--- config.mk ---
export PLATFORM = sky130hd
export DESIGN_NAME = saturating_drive_with_gate_unit_flat
export DESIGN_NICKNAME = d
export VERILOG_FILES = /design/src/rtl/core/sdg_pkg.sv /design/src/rtl/core/sdg_if.sv /design/src/rtl/core/sdg_div.sv /design/src/rtl/core/sdg_ctrl.sv /design/src/rtl/core/sdg_dp.sv /design/src/rtl/core/saturating_drive_with_gate_unit.sv /design/src/flat_wrapper.sv
export SDC_FILE = /design/constraint.sdc
export NUM_CORES = 2
export LEC_CHECK = 0
export BUFFER_PORTS_ARGS = -buffer_cell sky130_fd_sc_hd__buf_2
export CAP_MARGIN = 20
export CORE_UTILIZATION = 28
export DETAILED_ROUTE_END_ITERATION = 10
export GPL_ROUTABILITY_DRIVEN = 1
export HOLD_SLACK_MARGIN = 0.05
export SETUP_SLACK_MARGIN = 0.2
export SYNTH_ARGS = -nofsm -noshare
export SYNTH_HDL_FRONTEND = slang
export SYNTH_SLANG_ARGS = --single-unit
--- constraint.sdc ---
create_clock -name clk -period 16.8 [get_ports clk]
set_input_delay 1.68 -clock clk [delete_from_list [all_inputs] [get_ports clk]]
set_output_delay 1.68 -clock clk [all_outputs]
set_load 0.05 [all_outputs]
--- src/rtl/core/sdg_pkg.sv ---
`timescale 1ns / 1ps
`default_nettype none
// ----------------------------------------------------------------------------
// sdg_pkg: shared definitions for the saturating drive with gate
// Widths, register codes, controller commands and arithmetic helpers.
// ----------------------------------------------------------------------------
package sdg_pkg;

    localparam int SAMPLE_BITS  = 24;
    localparam int NUM_CHANNELS = 2;
    localparam int FRAC         = SAMPLE_BITS - 1;
    localparam int GATE_BITS    = 23;
    localparam int CH_W         = (NUM_CHANNELS > 1) ? $clog2(NUM_CHANNELS) : 1;

    localparam int CFG_IDX_W  = 3;
    localparam int CFG_DATA_W = 32;

    localparam int A_W       = FRAC + 4;
    localparam int DIV_NUM_W = 2 * FRAC + 1;
    localparam int DIV_DEN_W = FRAC + 5;
    localparam int DIV_Q_W   = FRAC + 1;
    localparam int DIV_CNT_W = $clog2(DIV_Q_W + 1);

    localparam int MA_W  = FRAC + 3;
    localparam int MB_W  = 18;
    localparam int P_W   = MA_W + MB_W;
    localparam int GAIN_W = 17;

    localparam logic [GAIN_W-1:0] GAIN_ONE = GAIN_W'(65536);
    localparam logic [FRAC-1:0] HARD_LIM =
        FRAC'(((64'd1 << (FRAC + 2)) + 64'd5) / 64'd10);

    localparam logic signed [P_W-1:0] SAT_HI = (P_W'(1) << FRAC) - P_W'(1);
    localparam logic signed [P_W-1:0] SAT_LO = -SAT_HI - P_W'(1);

    typedef enum logic [CFG_IDX_W-1:0] {
        REG_DRIVE_ENABLE   = 3'd0,
        REG_MIX_AMOUNT     = 3'd1,
        REG_FIRST_DRIVE    = 3'd2,
        REG_SECOND_DRIVE   = 3'd3,
        REG_GATE_THRESHOLD = 3'd4,
        REG_GATE_KNEE_TOP  = 3'd5,
        REG_ATTACK_RATE    = 3'd6,
        REG_RELEASE_RATE   = 3'd7
    } cfg_idx_t;

    typedef struct packed {
        logic                 drive_enable;
        logic [15:0]          mix_amount;
        logic [15:0]          first_drive;
        logic [15:0]          second_drive;
        logic [GATE_BITS-1:0] gate_threshold;
        logic [GATE_BITS-1:0] gate_knee_top;
        logic [15:0]          attack_rate;
        logic [15:0]          release_rate;
    } cfg_t;

    typedef struct packed {
        logic load;
        logic mul_a;
        logic div_q_start;
        logic soft_load;
        logic mul_hard;
        logic mul_mix;
        logic mul_env;
        logic gate;
        logic div_r_start;
        logic mul_g;
        logic mul_out;
        logic out_load;
    } cmd_t;

    typedef struct packed {
        logic enable;
        logic div_done;
        logic gate_div;
        logic out_busy;
    } status_t;

    // Moves a gate register from its own fraction width to the sample fraction width.
    function automatic logic [FRAC-1:0] to_frac(input logic [GATE_BITS-1:0] r);
        logic [GATE_BITS+FRAC-1:0] w;
        w = {r, {FRAC{1'b0}}} >> GATE_BITS;
        return w[FRAC-1:0];
    endfunction

    function automatic logic signed [SAMPLE_BITS-1:0] sat_sample(
        input logic signed [P_W-1:0] v);
        logic signed [P_W-1:0] c;
        if (v > SAT_HI)
            c = SAT_HI;
        else if (v < SAT_LO)
            c = SAT_LO;
        else
            c = v;
        return c[SAMPLE_BITS-1:0];
    endfunction

endpackage
`default_nettype wire

--- src/rtl/core/sdg_if.sv ---
`timescale 1ns / 1ps
`default_nettype none
// ----------------------------------------------------------------------------
// sdg_if: channel interfaces
// Sample input, result output and configuration write channels.
// ----------------------------------------------------------------------------
interface sdg_in_if import sdg_pkg::*; ();
    logic                          valid;
    logic                          ready;
    logic signed [SAMPLE_BITS-1:0] sample_in;
    logic                          channel_in;
    modport source (output valid, sample_in, channel_in, input ready);
    modport sink   (input valid, sample_in, channel_in, output ready);
endinterface

interface sdg_out_if import sdg_pkg::*; ();
    logic                          valid;
    logic                          ready;
    logic signed [SAMPLE_BITS-1:0] sample_out;
    logic                          channel_out;
    modport source (output valid, sample_out, channel_out, input ready);
    modport sink   (input valid, sample_out, channel_out, output ready);
endinterface

interface sdg_cfg_if import sdg_pkg::*; ();
    logic                  valid;
    logic                  ready;
    logic [CFG_IDX_W-1:0]  index;
    logic [CFG_DATA_W-1:0] data;
    modport source (output valid, index, data, input ready);
    modport sink   (input valid, index, data, output ready);
endinterface
`default_nettype wire

--- src/rtl/core/sdg_div.sv ---
`timescale 1ns / 1ps
`default_nettype none
// ----------------------------------------------------------------------------
// sdg_div: iterative restoring divider
// One quotient bit per cycle; done while the step counter is zero.
// ----------------------------------------------------------------------------
module sdg_div import sdg_pkg::*;
(
    input  wire logic                 clk,
    input  wire logic                 rst_n,
    input  wire logic                 start,
    input  wire logic [DIV_NUM_W-1:0] num,
    input  wire logic [DIV_DEN_W-1:0] den,
    output      logic                 done,
    output      logic [DIV_Q_W-1:0]   quot
);

    logic [DIV_DEN_W:0]   rem_reg, rem_next;
    logic [DIV_Q_W-1:0]   q_reg, q_next;
    logic [DIV_DEN_W-1:0] den_reg;
    logic [DIV_CNT_W-1:0] cnt_reg, cnt_next;
    logic [DIV_DEN_W:0]   shifted;
    logic                 ge;

    always_comb
    begin
        shifted  = {rem_reg[DIV_DEN_W-1:0], q_reg[DIV_Q_W-1]};
        ge       = shifted >= {1'b0, den_reg};
        rem_next = rem_reg;
        q_next   = q_reg;
        cnt_next = cnt_reg;
        if (start)
        begin
            // The numerator's upper part is below the divisor, so the quotient fits.
            rem_next = (DIV_DEN_W + 1)'(num >> DIV_Q_W);
            q_next   = num[DIV_Q_W-1:0];
            cnt_next = DIV_CNT_W'(DIV_Q_W);
        end
        else if (cnt_reg != '0)
        begin
            rem_next = ge ? (shifted - {1'b0, den_reg}) : shifted;
            q_next   = {q_reg[DIV_Q_W-2:0], ge};
            cnt_next = cnt_reg - DIV_CNT_W'(1);
        end
    end

    always_ff @(posedge clk or negedge rst_n)
    begin
        if (!rst_n)
            cnt_reg <= '0;
        else
            cnt_reg <= cnt_next;
    end

    always_ff @(posedge clk)
    begin
        rem_reg <= rem_next;
        q_reg   <= q_next;
        if (start)
            den_reg <= den;
    end

    assign done = (cnt_reg == '0);
    assign quot = q_reg;

endmodule
`default_nettype wire

--- src/rtl/core/sdg_ctrl.sv ---
`timescale 1ns / 1ps
`default_nettype none
// ----------------------------------------------------------------------------
// sdg_ctrl: sequencing state machine
// Steps one sample through the datapath and hands off the result.
// ----------------------------------------------------------------------------
module sdg_ctrl import sdg_pkg::*;
(
    input  wire logic    clk,
    input  wire logic    rst_n,
    input  wire logic    in_valid,
    output      logic    in_ready,
    input  wire status_t status,
    output      cmd_t    cmd
);

    typedef enum logic [11:0] {
        S_IDLE      = 12'b0000_0000_0001,
        S_MULA      = 12'b0000_0000_0010,
        S_DIVQ_GO   = 12'b0000_0000_0100,
        S_DIVQ_WAIT = 12'b0000_0000_1000,
        S_HARD      = 12'b0000_0001_0000,
        S_MIX       = 12'b0000_0010_0000,
        S_ENV       = 12'b0000_0100_0000,
        S_GATE      = 12'b0000_1000_0000,
        S_DIVR_WAIT = 12'b0001_0000_0000,
        S_MULG      = 12'b0010_0000_0000,
        S_OUT       = 12'b0100_0000_0000,
        S_DONE      = 12'b1000_0000_0000
    } state_t;

    state_t state_reg, state_next;

    always_comb
    begin
        state_next = state_reg;
        cmd        = '0;
        in_ready   = 1'b0;
        case (state_reg)
            S_IDLE:
            begin
                in_ready = 1'b1;
                if (in_valid)
                begin
                    cmd.load   = 1'b1;
                    state_next = status.enable ? S_MULA : S_DONE;
                end
            end
            S_MULA:
            begin
                cmd.mul_a  = 1'b1;
                state_next = S_DIVQ_GO;
            end
            S_DIVQ_GO:
            begin
                cmd.div_q_start = 1'b1;
                state_next      = S_DIVQ_WAIT;
            end
            S_DIVQ_WAIT:
            begin
                if (status.div_done)
                begin
                    cmd.soft_load = 1'b1;
                    state_next    = S_HARD;
                end
            end
            S_HARD:
            begin
                cmd.mul_hard = 1'b1;
                state_next   = S_MIX;
            end
            S_MIX:
            begin
                cmd.mul_mix = 1'b1;
                state_next  = S_ENV;
            end
            S_ENV:
            begin
                cmd.mul_env = 1'b1;
                state_next  = S_GATE;
            end
            S_GATE:
            begin
                cmd.gate = 1'b1;
                if (status.gate_div)
                begin
                    cmd.div_r_start = 1'b1;
                    state_next      = S_DIVR_WAIT;
                end
                else
                begin
                    state_next = S_OUT;
                end
            end
            S_DIVR_WAIT:
            begin
                if (status.div_done)
                    state_next = S_MULG;
            end
            S_MULG:
            begin
                cmd.mul_g  = 1'b1;
                state_next = S_OUT;
            end
            S_OUT:
            begin
                cmd.mul_out = 1'b1;
                state_next  = S_DONE;
            end
            S_DONE:
            begin
                if (!status.out_busy)
                begin
                    cmd.out_load = 1'b1;
                    state_next   = S_IDLE;
                end
            end
            default:
            begin
                state_next = S_IDLE;
            end
        endcase
    end

    always_ff @(posedge clk or negedge rst_n)
    begin
        if (!rst_n)
            state_reg <= S_IDLE;
        else
            state_reg <= state_next;
    end

    a_bypass: assert property (@(posedge clk) disable iff (!rst_n)
        (state_reg == S_IDLE && in_valid && !status.enable) |=> (state_reg == S_DONE))
        else $error("disabled transaction did not bypass processing");

    a_div_busy: assert property (@(posedge clk) disable iff (!rst_n)
        (state_reg == S_DIVQ_GO) |=> (state_reg == S_DIVQ_WAIT && !status.div_done))
        else $error("divider reported done right after start");

    a_hold: assert property (@(posedge clk) disable iff (!rst_n)
        (state_reg == S_DONE && status.out_busy) |=> (state_reg == S_DONE))
        else $error("result left while output register was occupied");

endmodule
`default_nettype wire

--- src/rtl/core/sdg_dp.sv ---
`timescale 1ns / 1ps
`default_nettype none
// ----------------------------------------------------------------------------
// sdg_dp: drive, clip, blend, envelope and gate datapath
// One shared multiplier and one shared divider, steered by controller commands.
// ----------------------------------------------------------------------------
module sdg_dp import sdg_pkg::*;
(
    input  wire logic                          clk,
    input  wire logic                          rst_n,
    input  wire cfg_t                          cfg,
    input  wire cmd_t                          cmd,
    output      status_t                       status,
    input  wire logic signed [SAMPLE_BITS-1:0] sample_in,
    input  wire logic                          channel_in,
    input  wire logic                          out_ready,
    output      logic                          out_valid,
    output      logic signed [SAMPLE_BITS-1:0] sample_out,
    output      logic                          channel_out
);

    logic signed [SAMPLE_BITS-1:0] x_reg, st2_reg, st2_next, mixed_reg, res_reg;
    logic                          ch_reg;
    logic [A_W-1:0]                a_reg;
    logic [FRAC:0]                 soft_reg;
    logic [SAMPLE_BITS-1:0]        env_reg, env_next;
    logic [SAMPLE_BITS-1:0]        env_mem [NUM_CHANNELS];
    logic [GAIN_W-1:0]             g_reg, g_next;
    logic                          out_valid_reg;
    logic signed [SAMPLE_BITS-1:0] out_sample_reg;
    logic                          out_ch_reg;

    logic [CH_W-1:0]               ch_idx;
    logic [FRAC:0]                 mag;
    logic [SAMPLE_BITS-1:0]        absm, env_old;
    logic                          rising;
    logic signed [SAMPLE_BITS:0]   diff;
    logic signed [MA_W-1:0]        ma;
    logic signed [MB_W-1:0]        mb;
    logic signed [P_W-1:0]         prod, prod_rnd;
    logic [P_W-1:0]                prod_u;
    logic [P_W-1:0]                hard_full;
    logic [FRAC-1:0]               hard;
    logic [FRAC-1:0]               thr, knee;
    logic [SAMPLE_BITS-1:0]        thr_x, knee_x;
    logic                          knee_le;

    logic                          div_start;
    logic [DIV_NUM_W-1:0]          div_num;
    logic [DIV_DEN_W-1:0]          div_den, den_q;
    logic                          div_done;
    logic [DIV_Q_W-1:0]            quot;

    assign ch_idx  = (NUM_CHANNELS > 1) ? CH_W'(ch_reg) : '0;
    assign mag     = x_reg[SAMPLE_BITS-1] ? (FRAC + 1)'(-x_reg) : (FRAC + 1)'(x_reg);
    assign absm    = mixed_reg[SAMPLE_BITS-1] ? SAMPLE_BITS'(-mixed_reg)
                                              : SAMPLE_BITS'(mixed_reg);
    assign env_old = env_mem[ch_idx];
    assign rising  = absm > env_old;
    assign diff    = (SAMPLE_BITS + 1)'(st2_reg) - (SAMPLE_BITS + 1)'(x_reg);

    assign thr     = to_frac(cfg.gate_threshold);
    assign knee    = to_frac(cfg.gate_knee_top);
    assign thr_x   = SAMPLE_BITS'(thr);
    assign knee_x  = SAMPLE_BITS'(knee);
    assign knee_le = knee <= thr;

    // Operand steering for the shared multiplier.
    always_comb
    begin
        ma = '0;
        mb = '0;
        if (cmd.mul_a)
        begin
            ma = MA_W'(mag);
            mb = MB_W'(cfg.first_drive);
        end
        else if (cmd.mul_hard)
        begin
            ma = MA_W'(soft_reg);
            mb = MB_W'(cfg.second_drive);
        end
        else if (cmd.mul_mix)
        begin
            ma = MA_W'(diff);
            mb = MB_W'(cfg.mix_amount);
        end
        else if (cmd.mul_env)
        begin
            ma = rising ? MA_W'(absm - env_old) : MA_W'(env_old);
            mb = rising ? MB_W'(cfg.attack_rate) : MB_W'(cfg.release_rate);
        end
        else if (cmd.mul_g)
        begin
            ma = MA_W'(quot[GAIN_W-1:0]);
            mb = MB_W'(quot[GAIN_W-1:0]);
        end
        else if (cmd.mul_out)
        begin
            ma = MA_W'(mixed_reg);
            mb = MB_W'(g_reg);
        end
    end

    assign prod     = P_W'(ma) * P_W'(mb);
    assign prod_u   = prod;
    assign prod_rnd = (prod + $signed(P_W'(32768))) >>> 16;

    assign hard_full = (prod_u + P_W'(8192)) >> 14;
    assign hard      = (hard_full > P_W'(HARD_LIM)) ? HARD_LIM : hard_full[FRAC-1:0];
    assign st2_next  = x_reg[SAMPLE_BITS-1] ? -SAMPLE_BITS'(hard) : SAMPLE_BITS'(hard);

    assign env_next = rising ? (env_old + SAMPLE_BITS'((prod_u + P_W'(32768)) >> 16))
                             : SAMPLE_BITS'((prod_u + P_W'(32768)) >> 16);

    always_comb
    begin
        if (knee_le)
            g_next = (env_reg > thr_x) ? GAIN_ONE : '0;
        else if (env_reg <= thr_x)
            g_next = '0;
        else
            g_next = GAIN_ONE;
    end

    assign den_q     = DIV_DEN_W'((DIV_DEN_W)'(1) << FRAC) + DIV_DEN_W'(a_reg);
    assign div_start = cmd.div_q_start | cmd.div_r_start;
    assign div_den   = cmd.div_r_start ? DIV_DEN_W'(knee - thr) : den_q;
    assign div_num   = cmd.div_r_start
                     ? DIV_NUM_W'({(env_reg - thr_x), 16'd0})
                     : ((DIV_NUM_W'(1) << (2 * FRAC)) + DIV_NUM_W'(den_q >> 1));

    sdg_div u_div (
        .clk   (clk),
        .rst_n (rst_n),
        .start (div_start),
        .num   (div_num),
        .den   (div_den),
        .done  (div_done),
        .quot  (quot)
    );

    always_ff @(posedge clk)
    begin
        if (cmd.load)
        begin
            x_reg   <= sample_in;
            ch_reg  <= channel_in;
            res_reg <= sample_in;
        end
        if (cmd.mul_a)
            a_reg <= A_W'((prod_u + P_W'(2048)) >> 12);
        if (cmd.soft_load)
            soft_reg <= ((FRAC + 1)'(1) << FRAC) - quot;
        if (cmd.mul_hard)
            st2_reg <= st2_next;
        if (cmd.mul_mix)
            mixed_reg <= sat_sample(P_W'(x_reg) + prod_rnd);
        if (cmd.mul_env)
            env_reg <= env_next;
        if (cmd.gate && !status.gate_div)
            g_reg <= g_next;
        if (cmd.mul_g)
            g_reg <= GAIN_W'((prod_u + P_W'(32768)) >> 16);
        if (cmd.mul_out)
            res_reg <= sat_sample(prod_rnd);
        if (cmd.out_load)
        begin
            out_sample_reg <= res_reg;
            out_ch_reg     <= ch_reg;
        end
    end

    always_ff @(posedge clk or negedge rst_n)
    begin
        if (!rst_n)
        begin
            out_valid_reg <= 1'b0;
            for (int i = 0; i < NUM_CHANNELS; i++)
                env_mem[i] <= '0;
        end
        else
        begin
            if (cmd.mul_env)
                env_mem[ch_idx] <= env_next;
            if (cmd.out_load)
                out_valid_reg <= 1'b1;
            else if (out_ready)
                out_valid_reg <= 1'b0;
        end
    end

    assign status.enable   = cfg.drive_enable;
    assign status.div_done = div_done;
    assign status.gate_div = !knee_le && (env_reg > thr_x) && (env_reg < knee_x);
    assign status.out_busy = out_valid_reg && !out_ready;

    assign out_valid   = out_valid_reg;
    assign sample_out  = out_sample_reg;
    assign channel_out = out_ch_reg;

endmodule
`default_nettype wire

--- src/rtl/core/saturating_drive_with_gate_unit.sv ---
`timescale 1ns / 1ps
`default_nettype none
// A bypassed sample (drive disabled) goes from acceptance to the output register;
// a processed one also takes one pass of the 24-step divider, or two when the envelope
// sits inside the gate knee. No new sample is taken until the last one is handed off.
// A new sample is accepted while the previous result waits in the output register.
// Reset (rst_n low, asynchronous) loads the register defaults and zeroes both envelopes.
// ----------------------------------------------------------------------------
// saturating_drive_with_gate_unit: soft clip drive with envelope noise gate
// Configuration registers, controller and datapath.
// ----------------------------------------------------------------------------
module saturating_drive_with_gate_unit import sdg_pkg::*;
(
    input  wire logic clk,
    input  wire logic rst_n,
    sdg_in_if.sink    samples,
    sdg_out_if.source results,
    sdg_cfg_if.sink   cfg
);

    cfg_t    cfg_reg;
    cmd_t    cmd;
    status_t status;

    assign cfg.ready = 1'b1;

    always_ff @(posedge clk or negedge rst_n)
    begin
        if (!rst_n)
        begin
            cfg_reg.drive_enable   <= 1'b1;
            cfg_reg.mix_amount     <= 16'd16384;
            cfg_reg.first_drive    <= 16'd5456;
            cfg_reg.second_drive   <= 16'd17549;
            cfg_reg.gate_threshold <= GATE_BITS'(83886);
            cfg_reg.gate_knee_top  <= GATE_BITS'(419430);
            cfg_reg.attack_rate    <= 16'd19661;
            cfg_reg.release_rate   <= 16'd65503;
        end
        else if (cfg.valid)
        begin
            case (cfg_idx_t'(cfg.index))
                REG_DRIVE_ENABLE:   cfg_reg.drive_enable   <= cfg.data[0];
                REG_MIX_AMOUNT:     cfg_reg.mix_amount     <= cfg.data[15:0];
                REG_FIRST_DRIVE:    cfg_reg.first_drive    <= cfg.data[15:0];
                REG_SECOND_DRIVE:   cfg_reg.second_drive   <= cfg.data[15:0];
                REG_GATE_THRESHOLD: cfg_reg.gate_threshold <= cfg.data[GATE_BITS-1:0];
                REG_GATE_KNEE_TOP:  cfg_reg.gate_knee_top  <= cfg.data[GATE_BITS-1:0];
                REG_ATTACK_RATE:    cfg_reg.attack_rate    <= cfg.data[15:0];
                REG_RELEASE_RATE:   cfg_reg.release_rate   <= cfg.data[15:0];
                default:            cfg_reg.drive_enable   <= cfg_reg.drive_enable;
            endcase
        end
    end

    sdg_ctrl u_ctrl (
        .clk      (clk),
        .rst_n    (rst_n),
        .in_valid (samples.valid),
        .in_ready (samples.ready),
        .status   (status),
        .cmd      (cmd)
    );

    sdg_dp u_dp (
        .clk         (clk),
        .rst_n       (rst_n),
        .cfg         (cfg_reg),
        .cmd         (cmd),
        .status      (status),
        .sample_in   (samples.sample_in),
        .channel_in  (samples.channel_in),
        .out_ready   (results.ready),
        .out_valid   (results.valid),
        .sample_out  (results.sample_out),
        .channel_out (results.channel_out)
    );

endmodule
`default_nettype wire
--- src/flat_wrapper.sv ---
// flat-port wrapper written by rule: the top's interface ports become plain ports
module saturating_drive_with_gate_unit_flat import sdg_pkg::*;
  (clk, rst_n, samples_valid, samples_sample_in, samples_channel_in, samples_ready, results_valid, results_sample_out, results_channel_out, results_ready, cfg_valid, cfg_index, cfg_data, cfg_ready);
  sdg_in_if samples_i ();
  sdg_out_if results_i ();
  sdg_cfg_if cfg_i ();
  input  wire logic clk;
  input  wire logic rst_n;
  input wire logic [$bits(samples_i.valid)-1:0] samples_valid;
  input wire logic [$bits(samples_i.sample_in)-1:0] samples_sample_in;
  input wire logic [$bits(samples_i.channel_in)-1:0] samples_channel_in;
  output wire logic [$bits(samples_i.ready)-1:0] samples_ready;
  output wire logic [$bits(results_i.valid)-1:0] results_valid;
  output wire logic [$bits(results_i.sample_out)-1:0] results_sample_out;
  output wire logic [$bits(results_i.channel_out)-1:0] results_channel_out;
  input wire logic [$bits(results_i.ready)-1:0] results_ready;
  input wire logic [$bits(cfg_i.valid)-1:0] cfg_valid;
  input wire logic [$bits(cfg_i.index)-1:0] cfg_index;
  input wire logic [$bits(cfg_i.data)-1:0] cfg_data;
  output wire logic [$bits(cfg_i.ready)-1:0] cfg_ready;
  assign samples_i.valid = samples_valid;
  assign samples_i.sample_in = samples_sample_in;
  assign samples_i.channel_in = samples_channel_in;
  assign samples_ready = samples_i.ready;
  assign results_valid = results_i.valid;
  assign results_sample_out = results_i.sample_out;
  assign results_channel_out = results_i.channel_out;
  assign results_i.ready = results_ready;
  assign cfg_i.valid = cfg_valid;
  assign cfg_i.index = cfg_index;
  assign cfg_i.data = cfg_data;
  assign cfg_ready = cfg_i.ready;
  saturating_drive_with_gate_unit u_core (.clk(clk), .rst_n(rst_n), .samples(samples_i), .results(results_i), .cfg(cfg_i));
endmodule
==> results.md <==
Yosys:
- After synthesis the netlist holds a flip-flop and latch count of 487.
- The unique cell type count in the Yosys netlist is 106.
- When the netlist entered floorplanning its net count stood at 6,055.
- During synthesis, Yosys emitted a total of 0 warnings.
- The sequential element share of the synthesized area is 28.0%.
- The synthesized area per cell is 9.29 um^2.
- The combined area of all synthesized cells is 0.0488 mm^2.
- The fraction of synthesis flops using an asynchronous set or reset pin is 39.6%.
- The most instantiated flip-flop cell in the synthesis netlist is sky130_fd_sc_hd__edfxtp_1.
- The synthesized instance count is 5,256.
- The number of synthesized flops with an enable pin is 289.

Clock network:
- The clock buffer count from CTS is 53.
- In this run the clock root is driven by a sky130_fd_sc_hd__clkbuf_16.
- The clock net in this run drives a total of 487 sinks.
- In this run the deepest clock path goes through 3 buffers.
- The clock tree synthesis step divided the H-tree into 2 levels.
- Clock-pin slew was measured on the worst setup and hold paths at 0.06 ns.
- For this design, the CTS-stage hold fixing added 0 buffers.
- The TritonCTS clock tree is done.
- The clock reaches the later pin of the worst-skew pair after 0.65 ns.

STA:
- The final number of max-transition violations is 0.
- Measured against its own limit, the worst slew margin works out to 24.7%.
- The highest achievable clock rate is 62.4 MHz.
- The count of endpoints failing setup in the final report is 0.
- The final count of hold timing violations is 0.
- Setup repair after global routing could not meet its margin everywhere.
- The slew at the pin closest to its max-slew limit is 1.10 ns.
- The setup TNS after final layout is 0 ns.
- After layout, the worst path uses 95.4% of the clock period.
- The minimum clock period is 16.03 ns.
- Between clock sinks in the finished design, the worst skew comes to 0.0471 ns.

Placed design:
- Including well taps, the total number of placed cells is 7,636.
- The total half-perimeter wirelength after legalization and detailed placement is 134,000 um.
- Routability-driven placement finished with a final weighted congestion of 0.983.
- The count of buffers added on input and output ports is 82.

Cells and area:
- Leaving out filler cells and counting taps, the final layout contains 7,745.
- The number of nets at the end of the flow is 6,187.
- The layout cell share with drive strength beyond 1 is 12.3%.
- The register with the most flip-flops in the layout has 127 of them.
- Relative to the synthesized area, the layout overhead comes to 12.6%.

Floorplan:
- For this configuration, the core starts out at a cell density of 28.3%.
- The core area is 0.172 mm^2.
- The die covers 0.176 mm^2.
- The die height is 420 um.
- Pin placement for this block handled 93 I/O pins.
- The horizontal die dimension is 420 um.
- The initialized floorplan defines 152 standard-cell rows.

Critical path:
- The worst endpoint data arrival time is 16.49 ns.
- The worst setup path is launched from a flop.
- The maximum single-stage delay on the critical path is 0.59 ns.
- The kind of critical path is reg -> reg.
- The cell repeated most along the worst path is sky130_fd_sc_hd__buf_4.
- The worst-path cell with the longest stage delay is sky130_fd_sc_hd__a2111oi_0.
- STA puts the critical path data required time at 17.26 ns.
- Of all nets on the critical path, the largest fanout is 25.
- The worst setup path is captured at a flop.

Routing:
- The detail-routed net length per standard cell is 21.5 um.
- The detailed-route DRC error count is 0.
- In this run, the number of DRC markers left after iteration 0 of detailed routing was 3,213.
- The detailed-router iteration count before antenna repair is 7.
- The total detailed-routing wirelength is 166,000 um.
- The final route contains 39,900 vias.
- The remaining antenna violation count is 0.
- Dividing the detail-routed via count by the number of cells gives 5.16.

Global routing:
- The number of global-route vias before repair is 39,600.
- The first global-routing pass estimated 248,000 um of wire.
- In the global route stage, overall resource usage came out at 18.6%.
- The number of antenna violations at the first check in global routing is 20.
- Entering global routing, the biggest net connects 113 pins.
- After global routing the overflow that remains totals 0.

Power:
- The static leakage is 23.8 nW.
- Power spread over the standard cell area amounts to 109 mW/mm^2.
- The worst IR drop on VDD is 0.000105 V.

Status:
- The flow ran to the end, and the final reports show no timing, DRC or antenna violations.

Flow run:
- The tool flagged a number of max-cap violations equal to 0.

Worst hold path:
- The worst hold path belongs to the class reg -> reg.
## report_power, final
group	leakage, nW	switching (mW)	total (mW)	internal, mW
clock	0.890	0.531	1.23	0.698
combinational	17.9	1.77	2.90	1.12
sequential	5.02	0.207	1.86	1.65
total	23.8	2.51	5.98	3.47
## cells in the final DEF, fill, tap and decap left out, types with 56 or more instances in the layout
master,n
sky130_fd_sc_hd__nor3_1,89
sky130_fd_sc_hd__a21oi_1,221
sky130_fd_sc_hd__mux2_2,127
sky130_fd_sc_hd__xnor2_1,206
sky130_fd_sc_hd__inv_1,711
sky130_fd_sc_hd__edfxtp_1,289
sky130_fd_sc_hd__buf_2,81
sky130_fd_sc_hd__clkbuf_16,56
sky130_fd_sc_hd__xor2_1,103
sky130_fd_sc_hd__nand2_1,585
sky130_fd_sc_hd__buf_4,195
sky130_fd_sc_hd__o21ai_0,249
sky130_fd_sc_hd__mux2i_1,71
sky130_fd_sc_hd__dfrtp_1,136
sky130_fd_sc_hd__nor2b_1,69
sky130_fd_sc_hd__dfstp_2,57
sky130_fd_sc_hd__nor2_1,368
sky130_fd_sc_hd__a21o_1,73
sky130_fd_sc_hd__fa_1,425
sky130_fd_sc_hd__nand3_1,82
sky130_fd_sc_hd__ha_1,309
sky130_fd_sc_hd__and2_1,61
## area by class of cell
class / instances / area [um^2]
clock buffer: 72 / 1510
fill: 17900 / 117000
clock inverter: 28 / 302
sequential: 487 / 13700
multi-input combinational: 3844 / 31800
antenna: 2 / 5.00
timing repair buffer: 285 / 2040
tap: 2310 / 2890
inverter: 717 / 2690
## critical path: cells and delay by family, from the launching register on
kind                       cells  cell delay [ns]
and+or+nand+nor               10             3.04
adders and majority gates      9             4.02
DFF                            1             0.50
AOI/OAI and AO/OA             21             5.51
buffers and inverters         12             2.08
xor gates and xnor gates       2             0.37
muxes                          1             0.33
## stage by stage
step	power (mW)	hold slack [ns]	utilization, %	area, um^2	worst slack, ns
2_1_floorplan	3.80	0.400	-	48800	1.32
3_3_place_gp	4.64	0.406	30.7	52900	0.694
3_5_place_dp	4.70	0.405	30.7	52900	0.534
4_1_cts	5.94	0.421	31.8	54700	0.464
5_1_grt	6.34	0.426	31.9	54900	0.169
6_report	5.98	0.420	31.9	54900	0.768
## Yosys cell counts, types with 61 or more instances
| master | number | area share [%] |
|---|---|---|
| sky130_fd_sc_hd__inv_1 | 714 | 5.5 |
| sky130_fd_sc_hd__nand2_1 | 585 | 4.5 |
| sky130_fd_sc_hd__fa_1 | 425 | 17 |
| sky130_fd_sc_hd__nor2_1 | 372 | 2.9 |
| sky130_fd_sc_hd__ha_1 | 309 | 7.9 |
| sky130_fd_sc_hd__edfxtp_1 | 289 | 18 |
| sky130_fd_sc_hd__o21ai_0 | 249 | 2.6 |
| sky130_fd_sc_hd__a21oi_1 | 221 | 2.3 |
| sky130_fd_sc_hd__xnor2_1 | 207 | 3.7 |
| sky130_fd_sc_hd__clkbuf_1 | 172 | 1.3 |
| sky130_fd_sc_hd__dfrtp_1 | 136 | 7.0 |
| sky130_fd_sc_hd__mux2_2 | 127 | 2.9 |
| sky130_fd_sc_hd__xor2_1 | 105 | 1.9 |
| sky130_fd_sc_hd__nor3_1 | 90 | 0.92 |
| sky130_fd_sc_hd__nand3_1 | 83 | 0.85 |
| sky130_fd_sc_hd__a21o_1 | 73 | 1.1 |
| sky130_fd_sc_hd__mux2i_1 | 71 | 1.5 |
| sky130_fd_sc_hd__nor2b_1 | 70 | 0.90 |
| sky130_fd_sc_hd__and2_1 | 61 | 0.78 |
## cell families (layout without fill, tap and decap cells)
family,after synthesis,count (layout),share of synthesized area (%)
multiplexers,198,198,4.39
AND/OR/NAND/NOR,1587,1587,15.6
XOR/XNOR,313,313,5.63
AO/OA/AOI/OAI,1010,1010,13.8
buffers and inverters,925,1102,7.21
adder cells (fa/ha/maj),735,735,25.4
flip-flops,487,487,28.0
other,1,3,0.00768
## what timing repair did
| item | CTS | global route |
|---|---|---|
| endpoints found under the setup margin | 0 | 32 |
| gates resized for setup | 0 | 15 |
| setup buffers | 0 | 1 |
## layer usage
| metal | vias to the layer above | track usage (%) | part of all wire, % |
|---|---|---|---|
| li1 | 18200 | - | - |
| met2 | 1360 | 31.1 | 47 |
| met5 | - | 0 | 0.0078 |
| met3 | 269 | 2.60 | 6.8 |
| met4 | 2 | 5.78 | 3.4 |
| met1 | 20100 | 24.7 | 42 |
## final timing paths
check | from | endpoint | slack [ns] | cells past startpoint
min in group asynchronous | rst_n | u_core.cfg_reg[53]$_DFFE_PN0P_ | 1.16 | 1
max reg2reg | u_core.u_dp.mixed_reg[2]$_SDFFCE_PN1P_ | u_core.u_dp.env_mem[23]$_DFFE_PN0P_ | 0.77 | 55
min reg2reg | u_core.u_dp.res_reg[18]$_DFFE_PP_ | u_core.u_dp.sample_out[18]$_DFFE_PP_ | 0.42 | 0
max in group asynchronous | rst_n | u_core.cfg_reg[124]$_DFFE_PN1P_ | 14.22 | 3
max | u_core.u_dp.mixed_reg[2]$_SDFFCE_PN1P_ | u_core.u_dp.env_mem[23]$_DFFE_PN0P_ | 0.77 | 55
min | u_core.u_dp.res_reg[18]$_DFFE_PP_ | u_core.u_dp.sample_out[18]$_DFFE_PP_ | 0.42 | 0
Note: power is estimated with default switching activity, not from simulation.
